### src/design/q6k_q8k_integer_dot_product_top_assert.svh
// Assertion helpers shared by the dot-product block.
`ifndef Q6K_Q8K_INTEGER_DOT_PRODUCT_TOP_ASSERT_SVH
`define Q6K_Q8K_INTEGER_DOT_PRODUCT_TOP_ASSERT_SVH

// Consequent checked in the same cycle as the antecedent.
`define Q6K_ASSERT_NOW(label, clk, rst_n, ante, cons, msg) \
    label: assert property (@(posedge clk) disable iff (!rst_n) (ante) |-> (cons)) \
        else $error(msg);

// Consequent checked in the cycle after the antecedent.
`define Q6K_ASSERT_NEXT(label, clk, rst_n, ante, cons, msg) \
    label: assert property (@(posedge clk) disable iff (!rst_n) (ante) |=> (cons)) \
        else $error(msg);

`endif

### src/design/q6kq8k_pkg.sv
`timescale 1ns / 1ps

package q6kq8k_pkg;

    localparam int LANES      = 16;
    localparam int LANE_BYTES = 8;
    localparam int BYTE_W     = 8;
    localparam int CODE_W     = 6;
    localparam int PROD_W     = 14;
    localparam int TREE_W     = PROD_W + $clog2(LANES);
    localparam int GSUM_W     = 12;
    localparam int GSUM_SHIFT = 5;
    localparam int DIFF_W     = 19;
    localparam int SCALE_W    = 8;
    localparam int CONTRIB_W  = DIFF_W + SCALE_W;
    localparam int BLOCK_W    = 32;
    localparam int ACC_W      = 64;
    localparam int HALF_W     = 16;
    localparam int MANT_W     = 11;
    localparam int SM_W       = BLOCK_W + MANT_W;
    localparam int SPLIT_W    = 22;
    localparam int PLO_W      = SPLIT_W + BLOCK_W;
    localparam int PHI_W      = SM_W - SPLIT_W + BLOCK_W;
    localparam int PROD_FULL_W = 76;
    localparam int LSHIFT_MAX = 5;
    localparam int SHIFTED_W  = PROD_FULL_W + LSHIFT_MAX;
    localparam int RSHIFT_W   = 5;
    localparam int LSHIFT_W   = 3;

    localparam logic [4:0]        FP16_EXP_MAX   = 5'h1F;
    localparam logic [4:0]        FP16_UNBIAS    = 5'd25;
    localparam logic [4:0]        SUBNORM_SHIFT  = 5'd24;
    localparam logic [MANT_W-1:0] FP16_INF_MANT  = 11'h7FF;

    localparam logic [1:0] END_NONE    = 2'd0;
    localparam int         END_ROW_BIT = 1;

    typedef struct packed {
        logic [63:0]        low_bits_first;
        logic [63:0]        low_bits_second;
        logic [63:0]        high_bits_first;
        logic [63:0]        high_bits_second;
        logic [1:0]         group_position;
        logic [63:0]        act_first;
        logic [63:0]        act_second;
        logic signed [7:0]  sub_scale;
        logic signed [11:0] group_act_sum;
        logic [15:0]        weight_block_scale;
        logic signed [31:0] act_block_scale;
        logic [1:0]         end_mark;
    } t_in_item;

    typedef struct packed {
        logic signed [63:0] row_sum;
        logic               saturated;
    } t_out_item;

    typedef struct packed {
        logic [BLOCK_W-1:0]        sum;
        logic [HALF_W-1:0]         half;
        logic signed [BLOCK_W-1:0] act_scale;
        logic                      row_end;
    } t_blk_req;

    typedef enum logic [3:0] {
        S_IDLE,
        S_PREP,
        S_MUL_A,
        S_MUL_LO,
        S_MUL_HI,
        S_ADD,
        S_ROUND,
        S_SHIFT,
        S_SAT,
        S_ACC,
        S_EMIT
    } t_scale_state;

endpackage

### src/design/q6kq8k_merge.sv
`timescale 1ns / 1ps

module q6kq8k_merge
    import q6kq8k_pkg::*;
(
    input  logic                     i_clk,
    input  logic                     i_en,
    input  logic signed [PROD_W-1:0] i_prod [LANES],
    input  logic signed [GSUM_W-1:0] i_group_sum,
    output logic signed [DIFF_W-1:0] o_diff
);

    logic signed [TREE_W-1:0] w_l1 [LANES/2];
    logic signed [TREE_W-1:0] w_l2 [LANES/4];
    logic signed [TREE_W-1:0] w_l3 [LANES/8];
    logic signed [TREE_W-1:0] w_sum;
    logic signed [DIFF_W-1:0] n_diff;
    logic signed [DIFF_W-1:0] r_diff;

    always_comb begin
        for (int i = 0; i < LANES/2; i++) begin
            w_l1[i] = TREE_W'(i_prod[2*i]) + TREE_W'(i_prod[2*i+1]);
        end
        for (int i = 0; i < LANES/4; i++) begin
            w_l2[i] = w_l1[2*i] + w_l1[2*i+1];
        end
        for (int i = 0; i < LANES/8; i++) begin
            w_l3[i] = w_l2[2*i] + w_l2[2*i+1];
        end
        w_sum  = w_l3[0] + w_l3[1];
        // The codes carry an offset of 32, removed through the group activation sum.
        n_diff = DIFF_W'(w_sum) - (DIFF_W'(i_group_sum) <<< GSUM_SHIFT);
    end

    always_ff @(posedge i_clk) begin
        if (i_en) begin
            r_diff <= n_diff;
        end
    end

    assign o_diff = r_diff;

endmodule

### config.mk
export PLATFORM = sky130hd
export DESIGN_NAME = q6kq8k_merge
export DESIGN_NICKNAME = d
export VERILOG_FILES = /design/src/design/q6k_q8k_integer_dot_product_top_assert.svh /design/src/design/q6kq8k_pkg.sv /design/src/design/q6kq8k_merge.sv
export SDC_FILE = /design/constraint.sdc
export NUM_CORES = 1
export LEC_CHECK = 0
export ABC_AREA = 1
export ABC_CLOCK_PERIOD_IN_PS = 12400
export BUFFER_PORTS_ARGS = -buffer_cell sky130_fd_sc_hd__buf_4
export CELL_PAD_IN_SITES_DETAIL_PLACEMENT = 2
export CELL_PAD_IN_SITES_GLOBAL_PLACEMENT = 2
export CORE_MARGIN = 2
export CORE_UTILIZATION = 26
export DETAILED_ROUTE_END_ITERATION = 8
export PLACE_DENSITY_LB_ADDON = 0.25
export SLEW_MARGIN = 40
export SYNTH_ARGS = -nofsm -noshare
export SYNTH_HDL_FRONTEND = slang
export SYNTH_SLANG_ARGS = --single-unit
### constraint.sdc
create_clock -name i_clk -period 12.4 [get_ports i_clk]
set_clock_uncertainty 0.15 [all_clocks]
set_input_delay 1.24 -clock i_clk [delete_from_list [all_inputs] [get_ports i_clk]]
set_output_delay 1.24 -clock i_clk [all_outputs]
set_load 0.005 [all_outputs]
==> flow_summary.json <==
{
  "status": "finished, final reports clean",
  "synth_seq_area_share_pct": 7.58,
  "syn_area_mm2": 0.00752,
  "wirelength_um": 19700,
  "yosysWarnings": 0,
  "synthXorXnorAreaFrac_pct": 1.40,
  "fillers": 3221,
  "grt_max_degree": 20,
  "clock_path_buffers": 2,
  "critPathKind": "input pin to flop",
  "grtUsageTotal_pct": 14.0,
  "postCtsResizedCells": 0,
  "cts_setup_buffers": 0,
  "area.growth.synth_to_final_pct": 33.0,
  "initialDrtViolationCount": 38,
  "htree_levels": 1,
  "fmax_mhz": 162,
  "layout.nets": 1532,
  "timing_worst_slew_pin_value_ns": 0.345,
  "dp_cells": 1420,
  "drive_above_1_share_pct": 27.1,
  "rsz0062_at_grt": "no",
  "place.gp.congestion": 0.750,
  "path_max_fanout": 3,
  "dieArea_mm2": 0.0303,
  "antenna_cells": 0,
  "end_kind": "flop",
  "setup_viol_count_final": 0,
  "largest_reg_flops": 19,
  "first_global_vias": 6922,
  "drc": 0,
  "rows": 62,
  "finalCriticalPeriod_ns": 6.18,
  "cts_root_buf": "clkbuf_16",
  "synth_cell_types": 23,
  "grt_pass1_wl_um": 34400,
  "die_w_um": 174,
  "maxCapViolations": 0,
  "setup_tns_ns": 0,
  "yosys.area_share.simple_pct": 6.02,
  "slew_violations": 0,
  "ios": 257,
  "dpl-instance-area_mm2": 0.00992,
  "maxSlewHeadroom_pct": 77.0,
  "viasPerCell": 3.92,
  "grt_antenna_before_repair": 0,
  "cts_tree": "yes",
  "start_kind": "input pin",
  "hold_buffers": 0,
  "register_area_um2": 571,
  "utilization_pct": 35.0,
  "finalCritPeriodShare_pct": 49.8,
  "cp.required_ns": 12.26,
  "hold_viol": 0,
  "synth-compound-area-share_pct": 2.40,
  "avgSynthCellArea_um2": 9.64,
  "arrival_ns": 6.03,
  "synthAdderAreaFrac_pct": 64.4,
  "coreArea_mm2": 0.0286,
  "synth_cells": 780,
  "vias": 5575,
  "synth_seq_cells": 19,
  "final_area_mm2": 0.0100,
  "port-buffer-count": 256,
  "start_util_pct": 26.3,
  "synth_top_family_by_area": "adder cells",
  "wl_per_cell_um": 13.8,
  "numCtsBuffers": 3,
  "cts_num_sinks": 19,
  "dr.pass1.iters": 4,
  "dp_hpwl_um": 19500,
  "hold_class": "input pin to flop",
  "ant_nets": 0,
  "overflow": 0,
  "synth.area.mux_share_pct": 0,
  "clkTransAtPathRegs_ns": 0.06,
  "final_cells": 1424,
  "multi_input_area_mm2": 0.00559,
  "die_y_um": 174,
  "synth_nets": 1271
}
critical path, stage by stage:
cell     delay [ns]
buf_4          0.12
fa_1           0.54
inv_1          0.06
fa_1           0.53
inv_1          0.05
fa_1           0.49
inv_1          0.05
fa_1           0.57
fa_1           0.44
fa_1           0.50
inv_1          0.05
ha_1           0.21
fa_1           0.46
nand2_1        0.10
nand2_2        0.08
nand3_2        0.09
nand3_2        0.11
a21oi_2        0.18
inv_1          0.05
nand2_1        0.06
nand2_1        0.04
cell usage in the layout (no fill, tap or decap), drive strengths merged:
| cell | instances |
|---|---|
| a21o | 1 |
| nor3 | 1 |
| edfxtp | 19 |
| clkbuf | 3 |
| inv | 364 |
| or2 | 1 |
| fa | 224 |
| ha | 29 |
| buf | 256 |
| nor2 | 18 |
| a21oi | 19 |
| nand3b | 1 |
| xnor2 | 3 |
| nand2 | 67 |
| nand3 | 12 |
| o21bai | 2 |
| nand4 | 2 |
| o21ai | 8 |
| xor2 | 9 |
| clkinv | 1 |
metrics by stage:
step                setup WS (ns)  hold WS, ns
global placement             5.98         1.49
detailed placement           5.93         1.49
finish                       6.22         1.25
CTS                          6.16         1.25
floorplan                    6.35         1.20
global route                 5.93         1.25
cells in the mapped netlist:
master	number	area share, %
o21bai_1	2	0.20
o21ai_2	3	0.35
nand2_2	6	0.50
a21o_1	1	0.10
inv_1	361	18
o21ai_0	5	0.33
xnor2_1	3	0.35
edfxtp_1	19	7.6
nand2_1	61	3.0
or2_4	1	0.12
nor3_2	1	0.13
a21oi_2	3	0.35
nor2_1	16	0.80
nand3b_1	1	0.10
nand4_1	2	0.17
ha_1	29	4.8
nand3_1	9	0.60
nand3_2	3	0.40
xor2_1	9	1.0
a21oi_1	16	1.1
nor2_2	2	0.17
inv_2	3	0.15
fa_1	224	60
worst paths after layout:
path | start | slack (ns) | end | cells after the start
worst min-delay path | i_en | 1.25 | o_diff[2] | 1
worst max-delay path | i_prod[156] | 6.22 | o_diff[18] | 21
kinds of logic after synthesis:
family          Yosys count
flops                    19
xor+xnor                 12
fa+ha+maj               253
compound gates           30
buf+inv                 364
simple gates            102
cell type report:
cell class	count	area share [%]
Timing Repair Buffer	256	19.2
Tap cell	384	4.80
Clock buffer	3	0.750
Inverter	364	13.7
Clock inverter	1	0.0500
Sequential cell	19	5.70
Multi-Input combinational cell	397	55.8
per-layer routing:
metal	up-vias	share of wire (%)	GRT usage [%]
met5	-	0	0
met4	0	0.43	1.16
met3	4	5.4	1.99
met2	165	56	27.6
met1	2811	38	16.5
li1	2595	-	-
Power is left out: the tool's default activity adds up to more than one toggle a clock period on the data nets, which glitch-free logic cannot reach.
