<file path="src/design/q6k_q8k_integer_dot_product_top_assert.svh">
// Assertion helpers shared by the dot-product block.
`ifndef Q6K_Q8K_INTEGER_DOT_PRODUCT_TOP_ASSERT_SVH
`define Q6K_Q8K_INTEGER_DOT_PRODUCT_TOP_ASSERT_SVH

// Consequent checked in the same cycle as the antecedent.
`define Q6K_ASSERT_NOW(label, clk, rst_n, ante, cons, msg) \
    label: assert property (@(posedge clk) disable iff (!rst_n) (ante) |-> (cons)) \
        else $error(msg);

// Consequent checked in the cycle after the antecedent.
`define Q6K_ASSERT_NEXT(label, clk, rst_n, ante, cons, msg) \
    label: assert property (@(posedge clk) disable iff (!rst_n) (ante) |=> (cons)) \
        else $error(msg);

`endif

</file>
<file path="src/design/q6kq8k_pkg.sv">
`timescale 1ns / 1ps

package q6kq8k_pkg;

    localparam int LANES      = 16;
    localparam int LANE_BYTES = 8;
    localparam int BYTE_W     = 8;
    localparam int CODE_W     = 6;
    localparam int PROD_W     = 14;
    localparam int TREE_W     = PROD_W + $clog2(LANES);
    localparam int GSUM_W     = 12;
    localparam int GSUM_SHIFT = 5;
    localparam int DIFF_W     = 19;
    localparam int SCALE_W    = 8;
    localparam int CONTRIB_W  = DIFF_W + SCALE_W;
    localparam int BLOCK_W    = 32;
    localparam int ACC_W      = 64;
    localparam int HALF_W     = 16;
    localparam int MANT_W     = 11;
    localparam int SM_W       = BLOCK_W + MANT_W;
    localparam int SPLIT_W    = 22;
    localparam int PLO_W      = SPLIT_W + BLOCK_W;
    localparam int PHI_W      = SM_W - SPLIT_W + BLOCK_W;
    localparam int PROD_FULL_W = 76;
    localparam int LSHIFT_MAX = 5;
    localparam int SHIFTED_W  = PROD_FULL_W + LSHIFT_MAX;
    localparam int RSHIFT_W   = 5;
    localparam int LSHIFT_W   = 3;

    localparam logic [4:0]        FP16_EXP_MAX   = 5'h1F;
    localparam logic [4:0]        FP16_UNBIAS    = 5'd25;
    localparam logic [4:0]        SUBNORM_SHIFT  = 5'd24;
    localparam logic [MANT_W-1:0] FP16_INF_MANT  = 11'h7FF;

    localparam logic [1:0] END_NONE    = 2'd0;
    localparam int         END_ROW_BIT = 1;

    typedef struct packed {
        logic [63:0]        low_bits_first;
        logic [63:0]        low_bits_second;
        logic [63:0]        high_bits_first;
        logic [63:0]        high_bits_second;
        logic [1:0]         group_position;
        logic [63:0]        act_first;
        logic [63:0]        act_second;
        logic signed [7:0]  sub_scale;
        logic signed [11:0] group_act_sum;
        logic [15:0]        weight_block_scale;
        logic signed [31:0] act_block_scale;
        logic [1:0]         end_mark;
    } t_in_item;

    typedef struct packed {
        logic signed [63:0] row_sum;
        logic               saturated;
    } t_out_item;

    typedef struct packed {
        logic [BLOCK_W-1:0]        sum;
        logic [HALF_W-1:0]         half;
        logic signed [BLOCK_W-1:0] act_scale;
        logic                      row_end;
    } t_blk_req;

    typedef enum logic [3:0] {
        S_IDLE,
        S_PREP,
        S_MUL_A,
        S_MUL_LO,
        S_MUL_HI,
        S_ADD,
        S_ROUND,
        S_SHIFT,
        S_SAT,
        S_ACC,
        S_EMIT
    } t_scale_state;

endpackage

</file>
<file path="src/design/q6kq8k_lane.sv">
`timescale 1ns / 1ps

module q6kq8k_lane
    import q6kq8k_pkg::*;
(
    input  logic [BYTE_W-1:0]        i_low_byte,
    input  logic [BYTE_W-1:0]        i_high_byte,
    input  logic [BYTE_W-1:0]        i_act_byte,
    input  logic [1:0]               i_position,
    output logic signed [PROD_W-1:0] o_product
);

    logic [3:0]              w_nibble;
    logic [1:0]              w_pair;
    logic [CODE_W-1:0]       w_code;
    logic signed [PROD_W:0]  w_full;

    // Positions two and three take the upper nibble; the high pair sits at bits 2p+1:2p.
    assign w_nibble = i_position[1] ? i_low_byte[7:4] : i_low_byte[3:0];
    assign w_pair   = i_high_byte[{i_position, 1'b0} +: 2];
    assign w_code   = {w_pair, w_nibble};
    assign w_full   = $signed({1'b0, w_code}) * $signed(i_act_byte);
    assign o_product = w_full[PROD_W-1:0];

endmodule

</file>
<file path="config.mk">
export PLATFORM = sky130hd
export DESIGN_NAME = q6kq8k_lane
export DESIGN_NICKNAME = d
export VERILOG_FILES = /design/src/design/q6k_q8k_integer_dot_product_top_assert.svh /design/src/design/q6kq8k_pkg.sv /design/src/design/q6kq8k_lane.sv
export SDC_FILE = /design/constraint.sdc
export NUM_CORES = 1
export LEC_CHECK = 0
export BUFFER_PORTS_ARGS = -buffer_cell sky130_fd_sc_hd__buf_2
export CAP_MARGIN = 20
export CORE_UTILIZATION = 45
export DETAILED_ROUTE_END_ITERATION = 12
export GPL_TIMING_DRIVEN = 0
export PLACE_DENSITY = 0.73
export SLEW_MARGIN = 40
export SYNTH_ARGS = -nofsm -noshare
export SYNTH_HDL_FRONTEND = slang
export SYNTH_SLANG_ARGS = --single-unit
</file>
<file path="constraint.sdc">
create_clock -name vclk -period 8.68
set_input_delay 1.302 -clock vclk [all_inputs]
set_output_delay 1.302 -clock vclk [all_outputs]
set_load 0.01 [all_outputs]
</file>
==> metrics.md, run 1 <==
| Metric | Value |
|---|---|
| RSZ-0062 raised after global routing | false |
| Post-CTS Repair Setup Buffers | 0 |
| Critical Path RT | 7.38 ns |
| GR Overflow Total | 0 |
| Syn Area/Cell | 9.036 um2 |
| Sequential cell count | 0 |
| Ratio of cells with drive above 1 in the final layout | 19.92% |
| Ports | 40 |
| Yosys cell types | 31 |
| Max Fclk | 134.4 MHz |
| Area grow syn2layout | 13.46% |
| Cell Area, Synth | 1916 um2 |
| DRC | 0 |
| Worst hold slack | 2.974 ns |
| Crit-path most repeated cell | fa_1 |
| First-pass GRT wire length | 6.051 mm |
| Initial antenna violation count | 0 |
| Final period util | 85.73% |
| Hold worst-path end | o_product[0] |
| Power per Cell Area | 262.6 nW/um2 |
| Leak | 1.128 nW |
| DRT Wirelength | 3.563 mm |
| Seq/Total Area, Yosys | 0% |
| Maximum VDD drop | 168.9 uV |
| CTS Hold Bufs | 0 |
| Vias/cell | 4.980 |
| Slew headroom | 47.95% |
| Slowest cell delay on critical path | 0.67 ns |
| Fin util | 53.56% |
| Endpoints failing hold | 0 |
| Outcome | finished clean |
| Worst hold start | i_act_byte[0] |
| Post-route cell area | 2173 um2 |
| Setup crit start | i_position[1] |
| Pin count of the biggest net entering global routing | 9 |
| Post-cts resize count | 0 |
| Sw Ratio | 54.28% |
| Drt first pass iters | 4 |
| Gpl congestion | 0.8421 |
| Placed inst area | 2173 um2 |
| Worst-path fanout max | 8 |
| Cell family with the largest share of critical-path delay | adder cells |
| Final #Nets | 339 |
| Vias | 1499 |
| CP cell instances | buf_2, mux2i_1, nand2b_1, inv_1, fa_1, fa_1, fa_1, inv_1, fa_1, inv_1, ha_1, a2111oi_4, o211ai_2, a31o_1, a21oi_2, xnor2_1, buf_2 |
| Die Height | 67.25 um |
| Post-route ant nets | 0 |
| Combinational share of power | 100.0% |
| Slew of the pin with the lowest slew margin | 0.7590 ns |
| Internal power | 0.0002609 W |
| Reg area | 0 um2 |
| Core Region | 4058 um2 |
| Final TNS setup | 0 ns |
| Chip Width | 67.25 um |
| Die area | 4522 um2 |
| Port buffer count | 39 |
| Syn_nets | 298 |
| Flop pwr share | 0% |
| Switching power total | 0.0003098 W |
| Vias in the first global route | 1413 |
| Worst Path Buf+Inv | 5 |
| GR Util All Layers | 17.10% |
| 1st-iter DRT viols | 43 |
| Synth warnings | 0 |
| Hold crit path type | in -> out |
| Starting Density | 47.21% |
| Post-synthesis cell count | 212 |
| Worst setup path category | in -> out |
| Maxcap violations | 0 |
| DP HPWL | 3.175 mm |
| Startpoint types | primary input |
| Row cnt | 23 |
| # setup viols final | 0 |
| Routed wire per std cell | 11.84 um |
| Slowest-stage cell, CP | mux2i_1 |
| Clock buffer count | 0 |
| Max Slew Vio Count | 0 |
| Min cycle time layout | 7.441 ns |
| Critical Path End Type | output port |
| Worst hold path depth | 3 |
| Antenna Cells | 0 |
| CP Data Arrival Time | 6.14 ns |
| Clock power share | 0% |
## cell type report
cell class | count | area (um2)
Fill cell | 388 | 1884
Multi-Input combinational cell | 167 | 1745
Timing Repair Buffer | 39 | 195.2
Inverter | 44 | 165.2
Tap cell | 50 | 62.56
Buffer | 1 | 5.005
## how the worst max path moves through the flow
| stage | cells past startpoint | slack [ns] | to |
|---|---|---|---|
| final | 17 | 1.24 | o_product[12] |
| after global routing | 19 | 0.93 | o_product[13] |
| after CTS | 17 | 1.22 | o_product[12] |
| after detailed placement | 17 | 1.25 | o_product[12] |
| after global placement | 17 | 1.30 | o_product[12] |
| after floorplan | 16 | 1.81 | o_product[12] |
## Yosys cell counts, types with 2 or more instances
library cell,number,area (um2)
mux4_2,2,45.04
a21oi_1,8,40.04
ha_1,27,337.8
mux2i_1,3,30.03
nand2_1,11,41.29
xor2_1,3,26.28
nor2_1,5,18.77
and2_1,19,118.9
inv_1,43,161.4
fa_1,33,660.6
o21ai_1,4,20.02
nand2b_1,4,25.02
xnor2_1,12,105.1
nor2b_1,21,131.4
## stage by stage
| stage | power [W] | cells | setup slack, ns |
|---|---|---|---|
| floorplan | 0.0004304 | 212 | 1.808 |
| global placement | 0.0005648 | 301 | 1.303 |
| detailed placement | 0.0005775 | 301 | 1.254 |
| CTS | 0.0005811 | 301 | 1.224 |
| global route | 0.0006556 | 301 | 0.9346 |
| finish | 0.0005707 | 301 | 1.239 |
## routing by layer
metal | GRT usage (%) | vias up | wire, um
met2 | 32.13 | 25 | 1876
met1 | 23.34 | 733 | 1631
met5 | 0 | - | 0
met3 | 0 | 0 | 56
met4 | 0 | 0 | 0
li1 | - | 741 | -
## cell usage in the layout (no fill, tap or decap), types with 3 or more instances in the layout
cell type  instances
nand2b_1           4
ha_1              27
a21oi_1            8
nand2_1           11
buf_2             40
and2_1            19
nor2_1             5
nor2b_1           21
inv_1             43
o21ai_1            4
fa_1              33
mux2i_1            3
xor2_1             3
xnor2_1           12
## power by group through the flow
stage	sequential (W)	combinational, W	clock (W)
floorplan	0	0.000430	0
global placement	0	0.000565	0
detailed placement	0	0.000577	0
CTS	0	0.000581	0
global route	0	0.000656	0
finish	0	0.000571	0
## kinds of logic after synthesis
family	share of synthesized area, %
mux	4.507
compound gates	9.538
xor+xnor	6.858
fa+ha+maj	52.12
simple gates	18.09
buf+inv	8.882
No activity file was read; power rests on OpenSTA's default activity.
==> run 2: changes to the inputs <==
--- a/config.mk
+++ b/config.mk
@@ -5,12 +5,13 @@
 export SDC_FILE = /design/constraint.sdc
 export NUM_CORES = 1
 export LEC_CHECK = 0
+export ABC_AREA = 1
 export BUFFER_PORTS_ARGS = -buffer_cell sky130_fd_sc_hd__buf_2
 export CAP_MARGIN = 20
 export CORE_UTILIZATION = 45
 export DETAILED_ROUTE_END_ITERATION = 12
 export GPL_TIMING_DRIVEN = 0
-export PLACE_DENSITY = 0.73
+export PLACE_DENSITY = 0.72
 export SLEW_MARGIN = 40
 export SYNTH_ARGS = -nofsm -noshare
 export SYNTH_HDL_FRONTEND = slang
==> metrics.md, run 2 <==
| Metric | Value |
|---|---|
| Die Height | 70.16 um (+4.3%) |
| Met1 Use GR | 25.46% (+2.1 points) |
| Routed wire per std cell | 11.05 um (-6.7%) |
| Yosys cell types | 26 (-16%) |
| Cell Area, Synth | 2091 um2 (+9.1%) |
| Min cycle time layout | 6.999 ns (-0.4425 ns) |
| Slew of the pin with the lowest slew margin | 0.4998 ns (-0.2592 ns) |
| Post-route ant nets | 0 (unchanged) |
| Grt met2 use | 39.10% (+7.0 points) |
| Antenna Cells | 0 (unchanged) |
| Drt first pass iters | 4 (unchanged) |
| Setup WS pre-CTS | 1.660 ns (+0.4062 ns) |
| Min setup slack post-route | 1.681 ns (+0.4425 ns) |
| Syn_nets | 382 (+28%) |
| Slew headroom | 66.02% (+18 points) |
| DRT Wirelength | 4.275 mm (+20%) |
| Starting Density | 47.36% (+0.15 points) |
| Final TNS setup | 0 ns (unchanged) |
| GR Overflow Total | 0 (unchanged) |
| Core Region | 4414 um2 (+8.8%) |
| GR Util All Layers | 19.88% (+2.8 points) |
| Chip Width | 70.16 um (+4.3%) |
| Hold crit path type | in -> out |
| Leading area contributor after synthesis | fa_1 |
| Met3 Resource Use GR | 0.1443% (+0.14 points) |
| Die area | 4922 um2 (+8.9%) |
| Clock buffer count | 0 (unchanged) |
| Endpoints failing hold | 0 (unchanged) |
| Synth top area cells | fa_1 32%, ha_1 16%, inv_1 13% |
| RSZ-0062 raised after global routing | false |
| Post-synthesis cell count | 296 (+40%) |
| Startpoint types | primary input |
| Sequential cell count | 0 (unchanged) |
| DP HPWL | 3.850 mm (+21%) |
| Layer with the highest usage | met2 |
| Final #Nets | 423 (+25%) |
| Most common cell after layout, fill and taps aside | inv_1 |
| Fillers | 461 (+19%) |
| Maximum VDD drop | 116.1 uV (-31%) |
| Leak | 1.415 nW (+25%) |
| Synth top area share | 31.60% (-2.9 points) |
| Vias | 1898 (+27%) |
| Synth warnings | 0 (unchanged) |
| Initial antenna violation count | 0 (unchanged) |
| Area grow syn2layout | 12.45% |
| Most frequent cells in the layout | 70 x inv_1, 52 x nand2_1, 49 x nor2_1 |
| Synth cell count leaders | 70 x inv_1, 52 x nand2_1, 49 x nor2_1 |
| DRC | 0 (unchanged) |
| Max Slew Vio Count | 0 (unchanged) |
| DP Cell Count | 387 (+29%) |
| Post-CTS Repair Setup Buffers | 0 (unchanged) |
| Power per Cell Area | 254.3 nW/um2 (-3.2%) |
| Post-route insts no fill | 387 (+29%) |
| Row cnt | 24 (+4.3%) |
| Final period util | 80.63% (-5.1 points) |
| CTS Hold Bufs | 0 (unchanged) |
| Outcome | finished clean |
| Vias/cell | 4.904 (-1.5%) |
| Pin count of the biggest net entering global routing | 9 (unchanged) |
| # setup viols final | 0 (unchanged) |
| CP Data Arrival Time | 5.70 ns (-0.44 ns) |
| Syn Area/Cell | 7.063 um2 (-22%) |
| Fin util | 53.26% (-0.30 points) |
| Critical Path End Type | output port |
| Seq/Total Area, Yosys | 0% (unchanged) |
| Most frequent cell after synthesis | inv_1 |
| Reg area | 0 um2 (unchanged) |
| Worst hold slack | 2.995 ns (+0.02041 ns) |
| Ratio of cells with drive above 1 in the final layout | 18.51% (-1.4 points) |
| Maxcap violations | 0 (unchanged) |
| Vias in the first global route | 1949 (+38%) |
| First-pass GRT wire length | 8.183 mm (+35%) |
| Critical Path RT | 7.38 ns (about the same) |
| Worst setup path category | in -> out |
| Max Fclk | 142.9 MHz (+6.3%) |
| Port buffer count | 39 (unchanged) |
| 1st-iter DRT viols | 49 (+14%) |
| Gpl congestion | 0.8603 (+2.2%) |
| Post-cts resize count | 0 (unchanged) |
| Worst-path fanout max | 8 (unchanged) |
| Ports | 40 (unchanged) |
-- run 2: cell types whose count changed after synthesis, moves of 6 or more --
| cell | before | now |
|---|---|---|
| nor2_1 | 5 | 49 |
| nand2_1 | 11 | 52 |
| inv_1 | 43 | 70 |
| nor2b_1 | 21 | 0 |
| and2_1 | 19 | 0 |
| nand3_1 | 0 | 18 |
| xnor2_1 | 12 | 3 |
| nand2_2 | 1 | 7 |
-- run 2: metrics by stage --
stage	power [W]	instance area (um2)
final	0.0005978	2351
after floorplan	0.0004468	2091
after CTS	0.0006051	2351
after global placement	0.0005905	2351
after global routing	0.0006958	2351
after detailed placement	0.0006022	2351
-- run 2: layout make-up --
class	instances	area (um2)	area share, %
Timing Repair Buffer	39	195.2	8.302
Multi-Input combinational cell	221	1802	76.64
Tap cell	52	65.06	2.767
Inverter	74	277.8	11.81
Buffer	1	11.26	0.4790
-- run 2: cell families after synthesis --
family | Yosys count | share of synthesized area (%)
adder cells (fa/ha/maj) | 60 | 47.76
multiplexers | 3 | 1.975
AND/OR/NAND/NOR | 136 | 28.49
XOR/XNOR | 9 | 3.770
AO/OA/AOI/OAI | 13 | 4.189
buffers and inverters | 75 | 13.82
-- run 2: critical path: stages --
cell	delay [ns]
buf_6	0.11
mux2i_2	0.48
nor2_1	0.18
fa_1	0.63
inv_1	0.14
fa_1	0.54
inv_1	0.05
fa_1	0.53
inv_1	0.05
fa_1	0.49
inv_1	0.04
ha_1	0.34
nand2_1	0.08
nor2_1	0.18
nand2_1	0.07
a21oi_1	0.13
nor2_1	0.08
nand3_1	0.08
nand2_1	0.04
buf_2	0.13
-- run 2: per-layer routing --
metal | part of all wire (%) | up-vias
met5 | 0 | -
met4 | 0.40 | 0
met3 | 2.5 | 2
met2 | 53 | 43
met1 | 44 | 890
li1 | - | 963
-- run 2: power breakdown --
| part | internal [W] | switching (W) |
|---|---|---|
| clock network | 0 | 0 |
| registers | 0 | 0 |
| logic | 0.000242 | 0.000355 |
| total | 0.000242 | 0.000355 |
-- run 2: worst paths after layout --
check	endpoint	from	cells after the start
setup / recovery	o_product[13]	i_position[1]	20
hold / removal	o_product[0]	i_act_byte[0]	4
==> run 3: changes to the inputs <==
--- a/config.mk
+++ b/config.mk
@@ -11,7 +11,7 @@
 export CORE_UTILIZATION = 45
 export DETAILED_ROUTE_END_ITERATION = 12
 export GPL_TIMING_DRIVEN = 0
-export PLACE_DENSITY = 0.72
+export PLACE_DENSITY = 0.75
 export SLEW_MARGIN = 40
 export SYNTH_ARGS = -nofsm -noshare
 export SYNTH_HDL_FRONTEND = slang
==> constraint.sdc (replaced) <==
create_clock -name vclk -period 5.9
set_input_delay 0.885 -clock vclk [all_inputs]
set_output_delay 0.885 -clock vclk [all_outputs]
set_load 0.01 [all_outputs]
==> metrics.md, run 3 (same netlist as run 2, synthesis figures left out) <==
| Metric | Value |
|---|---|
| Outcome | finished clean |
| Power per Cell Area | 371.3 nW/um2 (+46%) |
| CP cell instances | buf_12, mux2i_4, buf_6, or2_1, fa_1, inv_1, fa_1, fa_1, fa_1, ha_1, nand2_1, inv_1, nand2_2, nand2_1, nand2_1, nand2_1, nor2_2, nand3_1, nand2_1, buf_2 |
| Metal-1 WL | 2.009 mm (+6.1%) |
| Critical Path End Type | output port |
| Pin count of the biggest net entering global routing | 9 (unchanged) |
| Antenna Cells | 0 (unchanged) |
| DRC | 0 (unchanged) |
| Die Height | 70.16 um (unchanged) |
| Hold crit path type | in -> out |
| WL met3 | 82 um (-23%) |
| Ports | 40 (unchanged) |
| Final period util | 96.95% |
| Critical Path RT | 5.02 ns (-2.36 ns) |
| Gpl congestion | 0.8726 (+1.4%) |
| Slew of the pin with the lowest slew margin | 0.2803 ns (-0.2195 ns) |
| Area grow syn2layout | 20.59% |
| Chip Width | 70.16 um (unchanged) |
| Setup WS pre-CTS | -0.3824 ns (-2.042 ns) |
| RSZ-0062 raised after global routing | true |
| Starting Density | 47.36% (unchanged) |
| Setup crit start | i_position[1] |
| Vias in the first global route | 1981 (+1.6%) |
| Most common cell after layout, fill and taps aside | inv_1 |
| Fin util | 57.11% (+3.9 points) |
| Sequential cell count | 0 (unchanged) |
| GR Overflow Total | 0 (unchanged) |
| Endpoints failing hold | 0 (unchanged) |
| Fillers | 455 (-1.3%) |
| Clock buffer count | 0 (unchanged) |
| Worst setup path category | in -> out |
| Worst hold slack | 2.157 ns (-0.8381 ns) |
| DP Cell Count | 387 (unchanged) |
| Slowest cell delay on critical path | 0.59 ns (-0.04 ns) |
| Max Fclk | 174.8 MHz |
| Final #Nets | 434 (+2.6%) |
| Worst hold start | i_act_byte[0] |
| CP Data Arrival Time | 4.84 ns (-0.86 ns) |
| Slowest-stage cell, CP | fa_1 |
| Slew headroom | 81.27% (+15 points) |
| Leak | 1.474 nW (+4.2%) |
| Vias/cell | 4.867 (-0.77%) |
| Maxcap violations | 0 (unchanged) |
| Final TNS setup | 0 ns (unchanged) |
| # setup viols final | 0 (unchanged) |
| Crit-path most repeated cell | nand2_1 |
| Top Metal Used | met4 |
| Most frequent cells in the layout | 68 x inv_1, 51 x nand2_1, 45 x nor2_1 |
| Min setup slack post-route | 0.1798 ns (-1.502 ns) |
| Post-route ant nets | 0 (unchanged) |
| Max Slew Vio Count | 0 (unchanged) |
| Post-route insts no fill | 398 (+2.8%) |
| Min cycle time layout | 5.720 ns |
| Worst-path fanout max | 7 (-1) |
| Port buffer count | 39 (unchanged) |
| Row cnt | 24 (unchanged) |
| CTS Hold Bufs | 0 (unchanged) |
| Vias | 1937 (+2.1%) |
| Worst Path Buf+Inv | 5 (-1) |
| Initial antenna violation count | 0 (unchanged) |
| Met2 wire len | 2.378 mm (+5.4%) |
| Reg area | 0 um2 (unchanged) |
| Startpoint types | primary input |
| Cell family with the largest share of critical-path delay | adder cells |
| Die area | 4922 um2 (unchanged) |
| DRT Wirelength | 4.511 mm (+5.5%) |
| Core Region | 4414 um2 (unchanged) |
| Drt first pass iters | 4 (unchanged) |
| First-pass GRT wire length | 8.162 mm (-0.26%) |
| DP HPWL | 3.912 mm (+1.6%) |
| 1st-iter DRT viols | 74 (+51%) |
| Ratio of cells with drive above 1 in the final layout | 23.99% (+5.5 points) |
| GR Util All Layers | 19.92% (+0.043 points) |
| Routed wire per std cell | 11.33 um (+2.6%) |
| Maximum VDD drop | 192.1 uV (+66%) |
| Multi-input combinational cell area | 1869 um2 (+3.7%) |
[run 3: cell types whose count changed in the layout (fill, tap and decap cells not counted), sizes merged]
cell  previous run  this run
buf             40        51
[run 3: final cells by class]
type / count / area share, %
timing repair buffer: 50 / 11.46
multi-input combinational: 221 / 74.14
tap: 52 / 2.581
inverter: 74 / 11.02
buffer: 1 / 0.7940
[run 3: timing repair]
action	CTS	global route
gates resized for setup	4	14
pin swaps	1	5
buffers inserted	4	7
endpoints found under the setup margin	3	7
[run 3: final timing paths]
check             cells after the start            end  slack [ns]
setup / recovery                     20  o_product[13]        0.18
hold / removal                        4   o_product[0]        2.16
[run 3: power breakdown]
part           switching (W)  total [W]  internal [W]
clock network              0          0             0
logic               0.000544   0.000936      0.000392
registers                  0          0             0
[run 3: routing by layer]
metal,track usage (%),up-vias
li1,-,988
met1,24.50,914
met2,40.17,31
met3,0.2886,4
met4,0.8889,0
met5,0,-
[run 3: worst min-delay path, stage by stage]
cell	delay, ns
buf_2	0.07
inv_1	0.08
nor2_1	0.10
buf_2	0.13
[run 3: per-stage QoR]
step           instance area, um2  total power [W]
2_1_floorplan                2091        0.0006573
3_3_place_gp                 2351        0.0008650
3_5_place_dp                 2351        0.0008873
4_1_cts                      2410        0.0009033
5_1_grt                      2521         0.001070
6_report                     2521        0.0009361
